<file path="src/sv/nroot_pkg.sv">
`timescale 1ns / 1ps
// ----------------------------------------------------------------------------
// nroot_pkg
// Types and fixed constants shared by the integer n-th root block and its
// checker.
// ----------------------------------------------------------------------------
package nroot_pkg;

    localparam int RADICAND_W = 64;
    localparam int DEGREE_W   = 7;
    localparam int HALF_W     = 32;
    localparam int BIT_IDX_W  = 5;
    localparam int COUNT_W    = 6;

    typedef struct packed {
        logic [RADICAND_W-1:0] radicand;
        logic [DEGREE_W-1:0]   degree;
    } nroot_in_t;

    typedef struct packed {
        logic [RADICAND_W-1:0] root;
        logic                  invalid;
    } nroot_out_t;

endpackage

</file>
<file path="src/sv/integer_nth_root.sv">
`timescale 1ns / 1ps
// A word with degree 0, degree 1, degree of DATA_WIDTH or more, or a zero radicand
// goes from acceptance through ST_SETUP to ST_DONE. Otherwise the bit-serial search
// runs at most 32 x degree multiplications on the one shared 32 x 32 multiplier,
// each through ST_MUL_LO, ST_MUL_HI and ST_CHECK; a bit trial stops at the first
// product that exceeds the radicand. s_ready returns with m_valid, so a new word is
// taken only once the last result is issued. Reset clears the sequencer and m_valid.
// ----------------------------------------------------------------------------
// integer_nth_root
// Floor of the degree-th root of an unsigned radicand, found one result bit
// at a time by raising each candidate to the degree on a shared multiplier.
// ----------------------------------------------------------------------------
module integer_nth_root
    import nroot_pkg::*;
#(
    parameter int DATA_WIDTH = 64
) (
    input  logic       aclk,
    input  logic       aresetn,
    input  logic       s_valid,
    output logic       s_ready,
    input  nroot_in_t  s_data,
    output logic       m_valid,
    input  logic       m_ready,
    output nroot_out_t m_data
);

    localparam logic [RADICAND_W-1:0] RAD_MASK  =
        {RADICAND_W{1'b1}} >> (RADICAND_W - DATA_WIDTH);
    localparam logic [DEGREE_W-1:0]   DEG_LIMIT = DEGREE_W'(DATA_WIDTH);

    typedef enum logic [2:0] {
        ST_IDLE,
        ST_SETUP,
        ST_MUL_LO,
        ST_MUL_HI,
        ST_CHECK,
        ST_DONE
    } state_t;

    state_t                  state_reg,   state_next;
    logic [RADICAND_W-1:0]   n_reg,       n_next;
    logic [DEGREE_W-1:0]     deg_reg,     deg_next;
    logic [RADICAND_W-1:0]   root_reg,    root_next;
    logic                    inv_reg,     inv_next;
    logic [BIT_IDX_W-1:0]    bit_reg,     bit_next;
    logic [COUNT_W-1:0]      k_reg,       k_next;
    logic [RADICAND_W-1:0]   acc_reg,     acc_next;
    logic [2*HALF_W-1:0]     p_lo_reg,    p_lo_next;
    logic [2*HALF_W-1:0]     p_hi_reg,    p_hi_next;
    logic                    m_valid_reg, m_valid_next;
    nroot_out_t              m_data_reg,  m_data_next;

    logic [HALF_W-1:0]       cand;
    logic [HALF_W-1:0]       mul_a;
    logic [2*HALF_W-1:0]     mul_p;
    logic [3*HALF_W-1:0]     prod;
    logic                    too_big;
    logic                    last_mul;

    // Candidate is the root so far with the current trial bit set.
    assign cand  = root_reg[HALF_W-1:0] | (HALF_W'(1) << bit_reg);
    assign mul_a = (state_reg == ST_MUL_HI) ? acc_reg[RADICAND_W-1:HALF_W]
                                            : acc_reg[HALF_W-1:0];
    assign mul_p = (2*HALF_W)'(mul_a) * (2*HALF_W)'(cand);

    // Full 96-bit product of the running power and the candidate.
    assign prod     = {p_hi_reg, {HALF_W{1'b0}}} + {{HALF_W{1'b0}}, p_lo_reg};
    assign too_big  = prod > {{HALF_W{1'b0}}, n_reg};
    assign last_mul = ({1'b0, k_reg} + DEGREE_W'(1)) == deg_reg;

    assign s_ready = (state_reg == ST_IDLE);
    assign m_valid = m_valid_reg;
    assign m_data  = m_data_reg;

    always_comb begin
        state_next   = state_reg;
        n_next       = n_reg;
        deg_next     = deg_reg;
        root_next    = root_reg;
        inv_next     = inv_reg;
        bit_next     = bit_reg;
        k_next       = k_reg;
        acc_next     = acc_reg;
        p_lo_next    = p_lo_reg;
        p_hi_next    = p_hi_reg;
        m_valid_next = m_valid_reg;
        m_data_next  = m_data_reg;

        if (m_valid_reg && m_ready) begin
            m_valid_next = 1'b0;
        end

        case (state_reg)
            ST_IDLE: begin
                if (s_valid) begin
                    n_next     = s_data.radicand & RAD_MASK;
                    deg_next   = s_data.degree;
                    state_next = ST_SETUP;
                end
            end
            ST_SETUP: begin
                inv_next   = 1'b0;
                root_next  = '0;
                bit_next   = '1;
                k_next     = '0;
                acc_next   = RADICAND_W'(1);
                state_next = ST_DONE;
                if (deg_reg == '0) begin
                    root_next = RADICAND_W'(1);
                    inv_next  = (n_reg == '0);
                end else if (deg_reg == DEGREE_W'(1)) begin
                    root_next = n_reg;
                end else if (deg_reg >= DEG_LIMIT) begin
                    root_next = RADICAND_W'(n_reg != '0);
                end else if (n_reg != '0) begin
                    state_next = ST_MUL_LO;
                end
            end
            ST_MUL_LO: begin
                p_lo_next  = mul_p;
                state_next = ST_MUL_HI;
            end
            ST_MUL_HI: begin
                p_hi_next  = mul_p;
                state_next = ST_CHECK;
            end
            ST_CHECK: begin
                if (!too_big && !last_mul) begin
                    acc_next   = prod[RADICAND_W-1:0];
                    k_next     = k_reg + COUNT_W'(1);
                    state_next = ST_MUL_LO;
                end else begin
                    // Trial for this bit is settled; keep the bit if the power fits.
                    if (!too_big) begin
                        root_next = {{HALF_W{1'b0}}, cand};
                    end
                    acc_next = RADICAND_W'(1);
                    k_next   = '0;
                    if (bit_reg == '0) begin
                        state_next = ST_DONE;
                    end else begin
                        bit_next   = bit_reg - BIT_IDX_W'(1);
                        state_next = ST_MUL_LO;
                    end
                end
            end
            ST_DONE: begin
                if (!m_valid_reg || m_ready) begin
                    m_valid_next        = 1'b1;
                    m_data_next.root    = root_reg;
                    m_data_next.invalid = inv_reg;
                    state_next          = ST_IDLE;
                end
            end
            default: begin
                state_next = ST_IDLE;
            end
        endcase
    end

    always_ff @(posedge aclk) begin
        if (!aresetn) begin
            state_reg   <= ST_IDLE;
            m_valid_reg <= 1'b0;
        end else begin
            state_reg   <= state_next;
            m_valid_reg <= m_valid_next;
        end
        n_reg      <= n_next;
        deg_reg    <= deg_next;
        root_reg   <= root_next;
        inv_reg    <= inv_next;
        bit_reg    <= bit_next;
        k_reg      <= k_next;
        acc_reg    <= acc_next;
        p_lo_reg   <= p_lo_next;
        p_hi_reg   <= p_hi_next;
        m_data_reg <= m_data_next;
    end

endmodule

</file>
<file path="config.mk">
export PLATFORM = sky130hd
export DESIGN_NAME = integer_nth_root
export DESIGN_NICKNAME = d
export VERILOG_FILES = /design/src/sv/nroot_pkg.sv /design/src/sv/integer_nth_root.sv
export SDC_FILE = /design/constraint.sdc
export NUM_CORES = 2
export LEC_CHECK = 0
export BUFFER_PORTS_ARGS = -buffer_cell sky130_fd_sc_hd__buf_4
export CAP_MARGIN = 20
export CORE_ASPECT_RATIO = 1.1
export CORE_UTILIZATION = 40
export DETAILED_ROUTE_END_ITERATION = 6
export GPL_TIMING_DRIVEN = 0
export HOLD_SLACK_MARGIN = 0.06
export SLEW_MARGIN = 20
export SYNTH_ARGS = -nofsm -noshare
export SYNTH_HDL_FRONTEND = slang
export SYNTH_SLANG_ARGS = --single-unit
export TNS_END_PERCENT = 5
</file>
<file path="constraint.sdc">
create_clock -name aclk -period 18.2 [get_ports aclk]
set_input_delay 3.64 -clock aclk [delete_from_list [all_inputs] [get_ports aclk]]
set_output_delay 3.64 -clock aclk [all_outputs]
set_load 0.02 [all_outputs]
</file>
==> metrics.csv <==
metric,value,unit
numPortBuffers,141,
postCtsHoldBufs,0,
dpl.hpwl,182400,um
synth.top_cell.area_share,34.71,%
setup_viol,0,
multi_input_area,35250,um^2
ys_ff_latch,408,
place_congestion,1.063,
drt_drc_violations_left,4,
area_growth,10.58,%
fin_crit,13450,ps
syn_area,51740,um^2
detail-route-antenna-nets,0,
ctsResizeCount,0,
dieWidth,344.9,um
clk-insertion-delay-late,610,ps
final.fill_count,12550,
final_area,57210,um^2
fin_crit_sh,73.92,%
row_count,138,
dr.pass1.iters,7,
violations,DRC,
die_h,379.2,um
htreeDepth,2,
via_count,41670,
startpoint_type,flop,
drv_slew,0,
relSlewSlack,12.59,%
grt_max_degree,51,
core_area,128500,um^2
antenna_found_initial,10,
crit_arrival,13800,ps
largest_register_ffs,65,
syn_nets,6668,
worst_slew_pin_slew,1275,ps
max_freq,74.33,MHz
yosys-top-cells-area,"fa_1 (35%), edfxtp_1 (23%), ha_1 (8.8%), inv_1 (7.0%), nor2_1 (5.0%)",
synthArstFlopShare,0,%
outcome,finished with violations,
seq_area,12210,um^2
rsz0062_at_grt,no,
ys_seq_area_share,23.60,%
cts_tree,yes,
slowest_delay,920,ps
hold_path_class,flop to flop,
overflow,0,
synth_area_per_cell,9.705,um^2
maxCapViolations,0,
yosys.area.top_type,fa_1,
root_buffer,clkbuf_16,
synth_cell_types,73,
initial_utilization,40.28,%
viasPerCell,5.728,
layout-drive-gt1-share,6.390,%
cts_sinks,408,
routedWlPerCell,30.16,um
fin_skew,39.12,ps
crit_path_top_delay_cell,clkbuf_1,
die_area,130800,um^2
utilization,44.54,%
grt_pass1_wl,310800,um
finalWirelength,219400,um
hold_viol_final,0,
required,18550,ps
synth_edf_count,404,
placed_area,55860,um^2
ios,142,
cpMostUsedCell,fa_1,
drt-initial-drc-count,4893,
clk_path_buf_depth,3,
post_cts_buffers,0,
grt_pass1_vias,42990,
path_class,flop to flop,
yosys_warnings,0,
cts_buffers,42,
cts.clk_slew.worst_paths,60,ps
final_nets,6894,
synth_ff_type,edfxtp_1,
ff2ff_setup_slack,4750,ps
setup_tns,0,ps
syn_inst,5331,
track_usage,34.20,%
end_kind,flop,
cp_max_fo,10,
## layout make-up
cell class,count,share of cell area (%)
Multi-Input combinational cell,3709,61.62
Sequential cell,408,21.34
Inverter,958,6.285
Tap cell,1680,3.674
Timing Repair Buffer,182,2.931
Clock buffer,55,1.960
Buffer,256,1.826
Clock inverter,19,0.3302
Antenna cell,7,0.03062
## layout by cell type (no fill, tap or decap), drive strengths merged, types with 36 or more instances in the layout
master / n
a21o: 80
a21oi: 144
and2: 39
and3: 80
buf: 197
clkbuf: 296
edfxtp: 404
fa: 897
ha: 365
inv: 962
mux2i: 36
nand2: 679
nand3: 40
nand4: 69
nor2: 690
nor4: 42
o21ai: 126
xnor2: 72
xor2: 36
## routing by layer
metal	GRT usage (%)	vias up	part of all wire (%)
li1	-	17380	-
met1	42.45	21320	37
met2	53.06	2336	45
met3	8.113	628	10
met4	22.50	4	8.2
met5	0	-	0.0073
## synth_stat cells (8+ instances only)
library cell and instances:
xnor2_1 72, nor4_1 41, nand2b_1 17, nor3_1 33
xor2_1 36, nand2_1 679, and2_1 39, nand4_1 68
ha_1 365, fa_1 897, a21o_1 80, nor2b_1 22
inv_1 958, o21ai_0 125, o211ai_1 12, edfxtp_1 404
o21a_1 13, a31o_2 18, a211oi_1 19, o21bai_1 12
o31ai_1 12, and3_1 80, and4_1 15, mux2i_1 36
or3_1 8, a31oi_1 27, nor2_1 690, a21oi_1 144
nand3_1 40, clkbuf_1 239, or2_2 8
## worst paths after layout
kind | depth (start not counted) | start | end
max | 35 | state_reg[0]$_SDFFE_PN0P_ | p_lo_reg[58]$_DFFE_PP_
min | 0 | root_reg[61]$_SDFFCE_PP0P_ | m_data[62]$_DFFE_PP_
max reg2reg | 35 | state_reg[0]$_SDFFE_PN0P_ | p_lo_reg[58]$_DFFE_PP_
min reg2reg | 0 | root_reg[61]$_SDFFCE_PP0P_ | m_data[62]$_DFFE_PP_
## through the flow
stage	cells	hold slack, ps	setup slack, ps
4_1_cts	7266	414.4	4849
3_5_place_dp	7192	404.5	4948
2_1_floorplan	5331	400.3	7493
6_report	7274	414.2	4746
3_3_place_gp	7152	402.4	3148
5_1_grt	7267	416.9	4186
## worst max-delay path, delay by kind of cell (launching register included)
kind	cells	cell delay, ps
AO/OA/AOI/OAI	6	2370
adder cells (fa/ha/maj)	9	4200
buffers and inverters	11	3830
flip-flops	1	310
AND/OR/NAND/NOR	9	2420
## kinds of logic (layout without fill, tap and decap cells)
kind of cell | after synthesis | after routing | share of synthesized area [%]
simple gates | 1760 | 1760 | 14.67
fa+ha+maj | 1262 | 1262 | 43.53
buf+inv | 1214 | 1470 | 8.894
compound gates | 541 | 541 | 6.735
flops | 408 | 408 | 23.60
xor+xnor | 108 | 108 | 1.828
mux | 38 | 38 | 0.7400
other cells | 0 | 7 | 0
Power is left out: the tool's default activity adds up to more than one toggle a clock period on the data nets, which glitch-free logic cannot reach.
